===== config.mk =====
export PLATFORM = sky130hd
export DESIGN_NAME = xor_time_series_chunk_decoder
export DESIGN_NICKNAME = d
export VERILOG_FILES = /design/src/sv/xtscd_pkg.sv /design/src/sv/xor_time_series_chunk_decoder.sv
export SDC_FILE = /design/constraint.sdc
export NUM_CORES = 2
export LEC_CHECK = 0
export BUFFER_PORTS_ARGS = -buffer_cell sky130_fd_sc_hd__buf_2
export CAP_MARGIN = 25
export CORE_ASPECT_RATIO = 0.9
export CORE_UTILIZATION = 41
export DETAILED_ROUTE_END_ITERATION = 8
export PLACE_DENSITY = 0.68
export SYNTH_ARGS = -nofsm -noshare
export SYNTH_HDL_FRONTEND = slang
export SYNTH_SLANG_ARGS = --single-unit

===== constraint.sdc =====
create_clock -name aclk -period 5.2 [get_ports aclk]
set_clock_uncertainty 0.2 [all_clocks]
set_input_delay 0.78 -clock aclk [delete_from_list [all_inputs] [get_ports aclk]]
set_output_delay 0.78 -clock aclk [all_outputs]
set_load 0.01 [all_outputs]

===== src/sv/xtscd_pkg.sv =====
package xtscd_pkg;

    localparam int unsigned CountWidth = 16;

    typedef enum logic [3:0] {
        PH_TS0        = 4'd0,
        PH_VAL0       = 4'd1,
        PH_DELTA      = 4'd2,
        PH_DOD_PREFIX = 4'd3,
        PH_DOD_BITS   = 4'd4,
        PH_CTRL1      = 4'd5,
        PH_CTRL2      = 4'd6,
        PH_LEAD       = 4'd7,
        PH_SIG        = 4'd8,
        PH_VBITS      = 4'd9,
        PH_DONE       = 4'd10
    } phase_t;

    typedef enum logic [2:0] {
        S_IDLE,
        S_DISPATCH,
        S_BIT,
        S_FLUSH
    } seq_t;

    localparam logic [3:0] PFX_14 = 4'h2;
    localparam logic [3:0] PFX_17 = 4'h6;
    localparam logic [3:0] PFX_20 = 4'he;
    localparam logic [3:0] PFX_64 = 4'hf;

endpackage


===== src/sv/xor_time_series_chunk_decoder.sv =====
// channel  | ports            | contents (low bit first)
// in       | s_t*             | tdata: data_byte; tuser: start_chunk
// out      | m_t*             | tdata: timestamp, value_bits; tlast: last_of_byte;
//          |                  | tuser: last_sample
// config   | cfg_wr_en/data   | sample_count
// A varint or raw-value byte is accepted, dispatched and flushed; a delta varint adds a step
// for the 64-bit timestamp adder.
// A bit-coded byte is accepted and dispatched, then its bits go MSB first through the shared
// bit parser, with an adder step after each timestamp update, then it is flushed; it ends
// early once the count is reached. A byte arriving after that is accepted and ignored.
// Reset is synchronous, active low; it clears the sample count and decoder state.
// A held result stalls the bit parser while the result port is blocked; flush waits for it.
module xor_time_series_chunk_decoder
    import xtscd_pkg::*;
(
    input  logic                  aclk,
    input  logic                  aresetn,
    input  logic                  cfg_wr_en,
    input  logic [CountWidth-1:0] cfg_wr_data,
    input  logic                  s_tvalid,
    output logic                  s_tready,
    input  logic [7:0]            s_tdata,    // data_byte
    input  logic                  s_tuser,    // start_chunk
    output logic                  m_tvalid,
    input  logic                  m_tready,
    output logic [127:0]          m_tdata,    // timestamp, value_bits
    output logic                  m_tlast,    // last_of_byte
    output logic                  m_tuser     // last_sample
);

    seq_t   seq_reg, seq_next;
    phase_t phase_reg, phase_next;

    logic [CountWidth-1:0] count_reg, count_next;
    logic [CountWidth-1:0] idx_reg, idx_next;
    logic [63:0] ts_reg, ts_next;
    logic [63:0] delta_reg, delta_next;
    logic [63:0] val_reg, val_next;
    logic [4:0]  lead_reg, lead_next;
    logic [6:0]  trail_reg, trail_next;
    logic [63:0] acc_reg, acc_next;
    logic [6:0]  left_reg, left_next;
    logic [6:0]  vsh_reg, vsh_next;
    logic [7:0]  byte_reg, byte_next;
    logic [2:0]  bcnt_reg, bcnt_next;
    logic        add_pend_reg, add_pend_next;

    logic        pv_reg, pv_next;
    logic [63:0] pts_reg, pts_next;
    logic [63:0] pval_reg, pval_next;
    logic        pls_reg, pls_next;

    logic        mv_reg, mv_next;
    logic [63:0] mts_reg, mts_next;
    logic [63:0] mval_reg, mval_next;
    logic        mlb_reg, mlb_next;
    logic        mls_reg, mls_next;

    logic done, out_free, bit_stall, is_byte_phase;

    assign done          = (idx_reg >= count_reg) || (phase_reg >= PH_DONE);
    assign out_free      = !mv_reg || m_tready;
    assign bit_stall     = (seq_reg == S_BIT) && !add_pend_reg && !done && pv_reg && !out_free;
    assign is_byte_phase = phase_reg inside {PH_TS0, PH_VAL0, PH_DELTA};

    assign s_tready = (seq_reg == S_IDLE);
    assign m_tvalid = mv_reg;
    assign m_tdata  = {mval_reg, mts_reg};
    assign m_tlast  = mlb_reg;
    assign m_tuser  = mls_reg;

    always_comb begin
        seq_next = seq_reg;
        case (seq_reg)
            S_IDLE: begin
                if (s_tvalid) begin
                    seq_next = S_DISPATCH;
                end
            end
            S_DISPATCH: begin
                if (done) begin
                    seq_next = S_IDLE;
                end else if (is_byte_phase) begin
                    seq_next = S_FLUSH;
                end else begin
                    seq_next = S_BIT;
                end
            end
            S_BIT: begin
                if (!add_pend_reg) begin
                    if (done) begin
                        seq_next = S_FLUSH;
                    end else if (!bit_stall && bcnt_reg == 3'd0) begin
                        seq_next = S_FLUSH;
                    end
                end
            end
            S_FLUSH: begin
                if (!add_pend_reg && (!pv_reg || out_free)) begin
                    seq_next = S_IDLE;
                end
            end
            default: seq_next = S_IDLE;
        endcase
    end

    always_comb begin
        logic        do_emit;
        logic        bit_in;
        logic [63:0] acc_sh;
        logic [63:0] dv;
        logic [6:0]  sig;
        logic [6:0]  sum;
        logic [6:0]  wsel;
        logic [CountWidth-1:0] idx_inc;

        count_next    = cfg_wr_en ? cfg_wr_data : count_reg;
        phase_next    = phase_reg;
        idx_next      = idx_reg;
        ts_next       = ts_reg;
        delta_next    = delta_reg;
        val_next      = val_reg;
        lead_next     = lead_reg;
        trail_next    = trail_reg;
        acc_next      = acc_reg;
        left_next     = left_reg;
        vsh_next      = vsh_reg;
        byte_next     = byte_reg;
        bcnt_next     = bcnt_reg;
        add_pend_next = add_pend_reg;
        pv_next       = pv_reg;
        pts_next      = pts_reg;
        pval_next     = pval_reg;
        pls_next      = pls_reg;
        mv_next       = mv_reg && !m_tready;
        mts_next      = mts_reg;
        mval_next     = mval_reg;
        mlb_next      = mlb_reg;
        mls_next      = mls_reg;
        do_emit       = 1'b0;
        bit_in        = byte_reg[bcnt_reg];
        acc_sh        = {acc_reg[62:0], bit_in};
        dv            = acc_sh;
        sig           = 7'd0;
        sum           = 7'd0;
        wsel          = 7'd0;
        idx_inc       = idx_reg + 1'b1;

        case (seq_reg)
            S_IDLE: begin
                if (s_tvalid) begin
                    byte_next = s_tdata;
                    if (s_tuser) begin
                        idx_next      = '0;
                        ts_next       = '0;
                        delta_next    = '0;
                        val_next      = '0;
                        lead_next     = '0;
                        trail_next    = '0;
                        acc_next      = '0;
                        left_next     = '0;
                        vsh_next      = '0;
                        phase_next    = PH_TS0;
                        add_pend_next = 1'b0;
                    end
                end
            end
            S_DISPATCH: begin
                bcnt_next = 3'd7;
                if (!done && is_byte_phase) begin
                    if (phase_reg == PH_VAL0) begin
                        acc_next = {acc_reg[55:0], byte_reg};
                        if (left_reg <= 7'd8) begin
                            val_next = acc_next;
                            do_emit  = 1'b1;
                        end else begin
                            left_next = left_reg - 7'd8;
                        end
                    end else begin
                        if (vsh_reg < 7'd64) begin
                            acc_next = acc_reg | ({57'd0, byte_reg[6:0]} << vsh_reg[5:0]);
                            vsh_next = vsh_reg + 7'd7;
                        end
                        dv = acc_next;
                        if (!byte_reg[7]) begin
                            vsh_next = '0;
                            acc_next = '0;
                            if (phase_reg == PH_TS0) begin
                                ts_next    = dv[0] ? ~{1'b0, dv[63:1]}
                                                   : {1'b0, dv[63:1]};
                                left_next  = 7'd64;
                                phase_next = PH_VAL0;
                            end else begin
                                delta_next    = dv;
                                add_pend_next = 1'b1;
                                left_next     = '0;
                                phase_next    = PH_CTRL1;
                            end
                        end
                    end
                end
            end
            S_BIT: begin
                if (add_pend_reg) begin
                    ts_next       = ts_reg + delta_reg;
                    add_pend_next = 1'b0;
                end else if (!done && !bit_stall) begin
                    bcnt_next = bcnt_reg - 3'd1;
                    case (phase_reg)
                        PH_DOD_PREFIX: begin
                            acc_next  = acc_sh;
                            left_next = left_reg + 7'd1;
                            if (!bit_in || left_next >= 7'd4) begin
                                case (acc_sh[3:0])
                                    PFX_14:  wsel = 7'd14;
                                    PFX_17:  wsel = 7'd17;
                                    PFX_20:  wsel = 7'd20;
                                    PFX_64:  wsel = 7'd64;
                                    default: wsel = 7'd0;
                                endcase
                                acc_next = '0;
                                if (wsel == 7'd0) begin
                                    left_next     = '0;
                                    add_pend_next = 1'b1;
                                    phase_next    = PH_CTRL1;
                                end else begin
                                    vsh_next   = wsel;
                                    left_next  = wsel;
                                    phase_next = PH_DOD_BITS;
                                end
                            end
                        end
                        PH_DOD_BITS: begin
                            acc_next = acc_sh;
                            if (left_reg > 7'd0) begin
                                left_next = left_reg - 7'd1;
                            end
                            if (left_next == 7'd0) begin
                                case (vsh_reg)
                                    7'd14: if (acc_sh[13:0] > 14'h2000) begin
                                        dv = {{50{1'b1}}, acc_sh[13:0]};
                                    end
                                    7'd17: if (acc_sh[16:0] > 17'h10000) begin
                                        dv = {{47{1'b1}}, acc_sh[16:0]};
                                    end
                                    7'd20: if (acc_sh[19:0] > 20'h80000) begin
                                        dv = {{44{1'b1}}, acc_sh[19:0]};
                                    end
                                    default: dv = acc_sh;
                                endcase
                                delta_next    = delta_reg + dv;
                                add_pend_next = 1'b1;
                                vsh_next      = '0;
                                acc_next      = '0;
                                left_next     = '0;
                                phase_next    = PH_CTRL1;
                            end
                        end
                        PH_CTRL1: begin
                            if (!bit_in) begin
                                do_emit = 1'b1;
                            end else begin
                                phase_next = PH_CTRL2;
                            end
                        end
                        PH_CTRL2: begin
                            if (!bit_in) begin
                                sig        = 7'd64 - {2'b0, lead_reg} - trail_reg;
                                acc_next   = '0;
                                left_next  = sig;
                                phase_next = PH_VBITS;
                                do_emit    = (sig == 7'd0);
                            end else begin
                                acc_next   = '0;
                                left_next  = 7'd5;
                                phase_next = PH_LEAD;
                            end
                        end
                        PH_LEAD: begin
                            acc_next  = acc_sh;
                            left_next = left_reg - 7'd1;
                            if (left_next == 7'd0) begin
                                lead_next  = acc_sh[4:0];
                                acc_next   = '0;
                                left_next  = 7'd6;
                                phase_next = PH_SIG;
                            end
                        end
                        PH_SIG: begin
                            acc_next  = acc_sh;
                            left_next = left_reg - 7'd1;
                            if (left_next == 7'd0) begin
                                sig = (acc_sh[5:0] == 6'd0) ? 7'd64 : {1'b0, acc_sh[5:0]};
                                sum = {2'b0, lead_reg} + sig;
                                if (sum > 7'd64) begin
                                    sig = 7'd64 - {2'b0, lead_reg};
                                end
                                trail_next = 7'd64 - {2'b0, lead_reg} - sig;
                                acc_next   = '0;
                                left_next  = sig;
                                phase_next = PH_VBITS;
                                do_emit    = (sig == 7'd0);
                            end
                        end
                        PH_VBITS: begin
                            acc_next = acc_sh;
                            if (left_reg > 7'd0) begin
                                left_next = left_reg - 7'd1;
                            end
                            if (left_next == 7'd0) begin
                                if (trail_reg < 7'd64) begin
                                    val_next = val_reg ^ (acc_sh << trail_reg[5:0]);
                                end
                                do_emit = 1'b1;
                            end
                        end
                        default: ;
                    endcase
                end
            end
            S_FLUSH: begin
                if (add_pend_reg) begin
                    ts_next       = ts_reg + delta_reg;
                    add_pend_next = 1'b0;
                end else if (pv_reg && out_free) begin
                    mv_next   = 1'b1;
                    mts_next  = pts_reg;
                    mval_next = pval_reg;
                    mls_next  = pls_reg;
                    mlb_next  = 1'b1;
                    pv_next   = 1'b0;
                end
            end
            default: ;
        endcase

        if (do_emit) begin
            if (pv_reg) begin
                mv_next   = 1'b1;
                mts_next  = pts_reg;
                mval_next = pval_reg;
                mls_next  = pls_reg;
                mlb_next  = 1'b0;
            end
            pv_next   = 1'b1;
            pts_next  = ts_reg;
            pval_next = val_next;
            pls_next  = (idx_inc == count_reg);
            idx_next  = idx_inc;
            acc_next  = '0;
            left_next = '0;
            vsh_next  = '0;
            if (idx_inc >= count_reg) begin
                phase_next = PH_DONE;
            end else if (idx_inc == CountWidth'(1)) begin
                phase_next = PH_DELTA;
            end else begin
                phase_next = PH_DOD_PREFIX;
            end
        end
    end

    always_ff @(posedge aclk) begin
        if (!aresetn) begin
            seq_reg      <= S_IDLE;
            phase_reg    <= PH_TS0;
            count_reg    <= '0;
            idx_reg      <= '0;
            ts_reg       <= '0;
            delta_reg    <= '0;
            val_reg      <= '0;
            lead_reg     <= '0;
            trail_reg    <= '0;
            acc_reg      <= '0;
            left_reg     <= '0;
            vsh_reg      <= '0;
            add_pend_reg <= 1'b0;
            pv_reg       <= 1'b0;
            mv_reg       <= 1'b0;
        end else begin
            seq_reg      <= seq_next;
            phase_reg    <= phase_next;
            count_reg    <= count_next;
            idx_reg      <= idx_next;
            ts_reg       <= ts_next;
            delta_reg    <= delta_next;
            val_reg      <= val_next;
            lead_reg     <= lead_next;
            trail_reg    <= trail_next;
            acc_reg      <= acc_next;
            left_reg     <= left_next;
            vsh_reg      <= vsh_next;
            add_pend_reg <= add_pend_next;
            pv_reg       <= pv_next;
            mv_reg       <= mv_next;
        end
    end

    always_ff @(posedge aclk) begin
        byte_reg  <= byte_next;
        bcnt_reg  <= bcnt_next;
        pts_reg   <= pts_next;
        pval_reg  <= pval_next;
        pls_reg   <= pls_next;
        mts_reg   <= mts_next;
        mval_reg  <= mval_next;
        mlb_reg   <= mlb_next;
        mls_reg   <= mls_next;
    end

    a_idle_no_pending: assert property (@(posedge aclk) disable iff (!aresetn)
        seq_reg == S_IDLE |-> !pv_reg)
        else $error("held result left behind when the byte finished");

    a_idle_no_add: assert property (@(posedge aclk) disable iff (!aresetn)
        seq_reg == S_IDLE |-> !add_pend_reg)
        else $error("timestamp add outstanding in idle");

    a_stall_holds: assert property (@(posedge aclk) disable iff (!aresetn)
        bit_stall |=> $stable(bcnt_reg) && seq_reg == S_BIT)
        else $error("bit parser advanced while the result port was blocked");

    a_flush_last: assert property (@(posedge aclk) disable iff (!aresetn)
        (seq_reg == S_FLUSH && !add_pend_reg && pv_reg && out_free) |=> mv_reg && mlb_reg)
        else $error("final result of a byte not marked");

endmodule

Word level (Yosys, flattened, before mapping) --
Cells that the tools add are included.
Operators by class: $add $sub $neg 12, $lt $le $gt $ge 13, eq/ne operators 61, shifts and indexed selects 2, multiplexer cells 204, bitwise gates (word level) 4, reduce and logical (&&, ||, !) cells 61
Operator list (count):
- $mux W64 | 56
- $pmux W64 S3 | 5
- $mux W7 | 49
- $pmux W64 S5 | 1
- $add A64 B64 Y64 | 2
- $mux W16 | 4
- $not A63 Y64 | 1
- $or A64 B64 Y64 | 1
- $shl A64 B6 Y64 | 1
- $shl A7 B6 Y64 | 1
- $xor A64 B64 Y64 | 1
- $mux W4 | 15
- $mux W1 | 43
- $logic_not A7 Y1 | 6
- $pmux W7 S3 | 2
- $pmux W7 S6 | 1
- $ge A16 B16 Y1 | 2
- $mux W5 | 6
- $pmux W7 S2 | 2
- $pmux W7 S4 | 1
- $reduce_and A7 Y1 | 4
- $ne A3 B3 Y1 const B | 9
- $mux W3 | 8
- $pmux W4 S6 | 1
- 64 further kinds | 135
Storage, ports and cells: register bits after elaboration 594, input bits 30, output and inout bits 132, logic and storage cells 381

Longest topological paths before layout --
depth after elaboration 23, depth in mapped cells 24, gate-level depth less buffers 23

Worst setup path before layout --
No wires, ideal clock.
path type register -> register, from register trail_reg[2], to register pls_reg (enable), setup time 433 ps, arrival time 4744 ps, required time 4567 ps, setup slack -177 ps, cell stages (with the launch flop) 17, path buffers 5, clock period less this slack 5377 ps, cell sequence dfxtp_1 -> inv_1 -> clkbuf_1 -> buf_1 -> clkbuf_1 -> ha_1 -> a21o_1 -> a21oi_1 -> o21ai_0 -> a21oi_1 -> xnor2_1 -> o211ai_1 -> a31oi_1 -> o21ai_1 -> inv_1 -> buf_2 -> buf_2
Between the ends: longest elaborated chain between the ends 7
Ends and longest elaborated chain:
- start, declared | RTL line xor_time_series_chunk_decoder.sv:40 | logic [6:0] trail_reg, trail_next;
- start signal, assigned | RTL line xor_time_series_chunk_decoder.sv:389 | trail_reg <= trail_next;
- $sub A7 B7 Y7 | RTL line xor_time_series_chunk_decoder.sv:268 | sig = 7'd64 - {2'b0, lead_reg} - trail_reg;
- $logic_not A7 Y1 | RTL line xor_time_series_chunk_decoder.sv:272 | do_emit = (sig == 7'd0);
- $mux W1 | RTL line xor_time_series_chunk_decoder.sv:267 | if (!bit_in) begin
- $pmux W1 S4 | RTL line xor_time_series_chunk_decoder.sv:209 | case (phase_reg)
- $mux W1 | RTL line xor_time_series_chunk_decoder.sv:207 | end else if (!done && !bit_stall) begin
- $mux W1 | RTL line xor_time_series_chunk_decoder.sv:204 | if (add_pend_reg) begin
- $pmux W1 S2 | RTL line xor_time_series_chunk_decoder.sv:149 | case (seq_reg)
- end signal, assigned | RTL line xor_time_series_chunk_decoder.sv:404 | pls_reg <= pls_next;
- end, declared | RTL line xor_time_series_chunk_decoder.sv:51 | logic pls_reg, pls_next;
Every way passes these cells. A chain may end at the register's enable or synchronous reset.

Worst setup path in the final report --
from register bcnt_reg[0], to register delta_reg[62]
Between the ends: longest elaborated chain between the ends 16, elaborated cells between the ends (all ways) 20, those cells by class 1 x add/sub; 3 x order compare; 16 x mux
Ends and longest elaborated chain:
- start, declared | RTL line xor_time_series_chunk_decoder.sv:45 | logic [2:0] bcnt_reg, bcnt_next;
- start signal, assigned | RTL line xor_time_series_chunk_decoder.sv:401 | bcnt_reg <= bcnt_next;
- $bmux W1 S3 * | RTL line xor_time_series_chunk_decoder.sv:141 | bit_in = byte_reg[bcnt_reg];
- $mux W1 (not written as such) * | RTL line xor_time_series_chunk_decoder.sv:141
- $gt A20 B20 Y1, or another cell as far along | RTL line xor_time_series_chunk_decoder.sv:246 | 7'd20: if (acc_sh[19:0] > 20'h80000) begin
- $mux W64 (on tied branches) | RTL line xor_time_series_chunk_decoder.sv:246, xor_time_series_chunk_decoder.sv:240, xor_time_series_chunk_decoder.sv:243
- $pmux W64 S3 * | RTL line xor_time_series_chunk_decoder.sv:239 | case (vsh_reg)
- $mux W64 * | RTL line xor_time_series_chunk_decoder.sv:238 | if (left_next == 7'd0) begin
- $mux W64 * | RTL line xor_time_series_chunk_decoder.sv:209
- $mux W64 * | RTL line xor_time_series_chunk_decoder.sv:207
- $mux W64 * | RTL line xor_time_series_chunk_decoder.sv:204
- $mux W64 * | RTL line xor_time_series_chunk_decoder.sv:149
- $add A64 B64 Y64 * | RTL line xor_time_series_chunk_decoder.sv:251 | delta_next = delta_reg + dv;
- $mux W64 * | RTL line xor_time_series_chunk_decoder.sv:238
- $mux W64 * | RTL line xor_time_series_chunk_decoder.sv:209
- $mux W64 * | RTL line xor_time_series_chunk_decoder.sv:207
- $mux W64 * | RTL line xor_time_series_chunk_decoder.sv:204
- $pmux W64 S3 * | RTL line xor_time_series_chunk_decoder.sv:149
- end signal, assigned | RTL line xor_time_series_chunk_decoder.sv:386 | delta_reg <= delta_next;
- end, declared | RTL line xor_time_series_chunk_decoder.sv:37 | logic [63:0] delta_reg, delta_next;
Mark *: on every way between the ends. The rest lies on a longest branch, timed or not. The select of a mux whose other input is x is not followed.

==> flow_metrics.env <==
export IMPL_status="complete, no violations"
export IMPL_die_area_um2=98700
export IMPL_cts_buffer_depth=3
export IMPL_holdWs_ns=0.115
export IMPL_synth_most_common_cell="nand2_1"
export IMPL_overflow=0
export IMPL_die_w_um=331
export IMPL_post_route_drc_count=0
export IMPL_syn_area_um2=40000
export IMPL_gp_congestion=1.00
export IMPL_dp_cells=5941
export IMPL_synth_largest_area_cell="dfxtp_1"
export IMPL_powerDensity_nw_per_um2=350
export IMPL_peakVddDrop_mv=0.334
export IMPL_hold_viol=0
export IMPL_drt_pass1_iterations=8
export IMPL_grt_first_pass_wirelength_um=216000
export IMPL_wl_per_cell_um=23.5
export IMPL_drt_iter0_drc=4196
export IMPL_numPortBuffers=161
export IMPL_slew_violations=0
export IMPL_synth_edf_count=140
export IMPL_p_leak_nw=18.3
export IMPL_fp_dieH_um=298
export IMPL_fin_area_um2=45100
export IMPL_io_pins=162
export IMPL_viasPerCell=6.20
export IMPL_rsz0062_at_grt="true"
export IMPL_clock_fmax_mhz=200
export IMPL_dp_hpwl_um=106000
export IMPL_syn_num_nets=4944
export IMPL_fp_row_count=108
export IMPL_post_route_period_util_pct=95.9
export IMPL_cts_tree="done"
export IMPL_grt_pass1_vias=35800
export IMPL_yosys_area_top_type_share_pct=22.7
export IMPL_crit_path_max_fanout=24
export IMPL_fin_setup_tns_ns=0
export IMPL_num_fill_cells=9481
export IMPL_ys_top_cells_by_area="dfxtp_1 23%, edfxtp_1 11%, ha_1 6.1%, a21oi_1 5.3%, nand2_1 4.6%"
export IMPL_clock_latency_ns=0.66
export IMPL_end_kind="flop"
export IMPL_synthTopCellsByCount="490 x nand2_1, 453 x dfxtp_1, 439 x nor2_1, 423 x a21oi_1, 278 x clkbuf_1"
export IMPL_core_area_um2=96500
export IMPL_syn_to_final_growth_pct=12.9
export IMPL_setup_viol=0
export IMPL_cts_clk_slew_worst_paths_ns=0.06
export IMPL_ys_ff_latch=593
export IMPL_start_util_pct=41.4
export IMPL_hold_path_class="in -> reg"
export IMPL_numCtsBuffers=70
export IMPL_wirelength_um=143000
export IMPL_finalPower_w=0.0158
export IMPL_postRouteAntennaNets=0
export IMPL_ys_flop_type="dfxtp_1"
export IMPL_crit_type="reg -> reg"
export IMPL_cts_root_buffer="clkbuf_16"
export IMPL_max_slew_margin_pct=26.2
export IMPL_maxCapViolCount=0
export IMPL_fin_crit_ns=4.99
export IMPL_final_cells=6080
export IMPL_yosysWarnings=0
export IMPL_worst_slew_pin_slew_ns=1.10
export IMPL_ys_types=97
export IMPL_syn_avg_cell_area_um2=8.48
export IMPL_ys_seq_area_share_pct=33.2
export IMPL_arrival_ns=5.29
export IMPL_syn_inst=4714
export IMPL_dpl_cell_area_um2=42300
export IMPL_cp_data_required_time_ns=5.51
export IMPL_nets=4984
export IMPL_via_count=37700
export IMPL_htree_levels=3
export IMPL_startpoint_type="flop"
export IMPL_clock_sink_count=593
export IMPL_antenna_found_initial=1
export IMPL_async_flop_share_pct=0
export IMPL_track_usage_pct=28.1
export IMPL_grt_max_degree=79
export IMPL_drive_gt1_share_pct=17.2
[final cells by class]
class / instances / area [um^2] / share of cell area (%)
multi-input combinational: 3631 / 25100 / 55.6
sequential: 593 / 13300 / 29.4
timing repair buffer: 347 / 2290 / 5.08
clock buffer: 90 / 1970 / 4.37
tap: 1265 / 1580 / 3.51
clock inverter: 40 / 480 / 1.06
inverter: 111 / 424 / 0.940
antenna: 3 / 7.51 / 0.0166
[cells by family after synthesis]
kind of cell,synth area share [%]
xor gates and xnor gates,4.78
DFF,33.2
adders and majority gates,6.36
and+or+nand+nor,16.9
buffers and inverters,4.96
muxes,10.6
AOI/OAI and AO/OA,23.2
[path summary, 6_finish.rpt]
| check | start | endpoint | slack [ns] | cells after the start |
|---|---|---|---|---|
| setup / recovery | bcnt_reg[0] | delta_reg[62] | 0.21 | 20 |
| hold / removal | s_tdata[6] | byte_reg[6] | 0.11 | 1 |
| setup reg to reg | bcnt_reg[0] | delta_reg[62] | 0.21 | 20 |
| hold reg to reg | pts_reg[9] | mts_reg[9] | 0.27 | 1 |
[placed cells by master, fill, tap and decap left out, drive strengths merged, types with 117 or more instances in the layout]
| cell type | count |
|---|---|
| nand2 | 492 |
| dfxtp | 453 |
| nor2 | 439 |
| a21oi | 424 |
| buf | 347 |
| o21ai | 267 |
| ha | 195 |
| mux2 | 147 |
| edfxtp | 140 |
| xnor2 | 118 |
| inv | 117 |
[worst max-delay path, stage by stage (launching register included)]
cell and delay [ns]:
edfxtp_1 0.43, mux4_2 0.55, mux2i_4 0.23, nand4_1 0.25, o211ai_1 0.25, nand2_1 0.08, buf_6 0.17, buf_4 0.20
or2_2 0.31, ha_4 0.25, buf_4 0.15, a21o_1 0.15, a21oi_1 0.22, o21ai_0 0.15, a21o_1 0.19, a21o_1 0.18
nor3_1 0.23, a21oi_2 0.13, a31oi_2 0.24, xor2_1 0.16, o22ai_1 0.09
[timing repair]
action / 4_1_cts / 5_1_grt
endpoints found under the setup margin: 3 / 31
buffers inserted: 0 / 4
resized for setup: 2 / 63
pin swaps: 0 / 14
hold buffers: 0 / 0
[power by group]
group	internal (W)	switching, W
Combinational	0.00159	0.00380
Clock	0.00316	0.00211
Sequential	0.00492	0.000243
[stage by stage]
stage	setup slack (ns)	util, %
2_1_floorplan	0.130	-
3_3_place_gp	0.0233	43.9
3_5_place_dp	-0.0527	43.9
4_1_cts	0.00501	46.4
5_1_grt	-0.156	46.8
6_report	0.211	46.8
[layer usage]
metal / vias to the layer above / share of wire (%) / track usage (%)
li1: 17400 / - / -
met1: 18200 / 42 / 37.8
met2: 1725 / 45 / 44.0
met3: 331 / 8.5 / 5.56
met4: 2 / 3.9 / 10.6
met5: - / 0.030 / 0
Power figures use the tool's default switching activity.
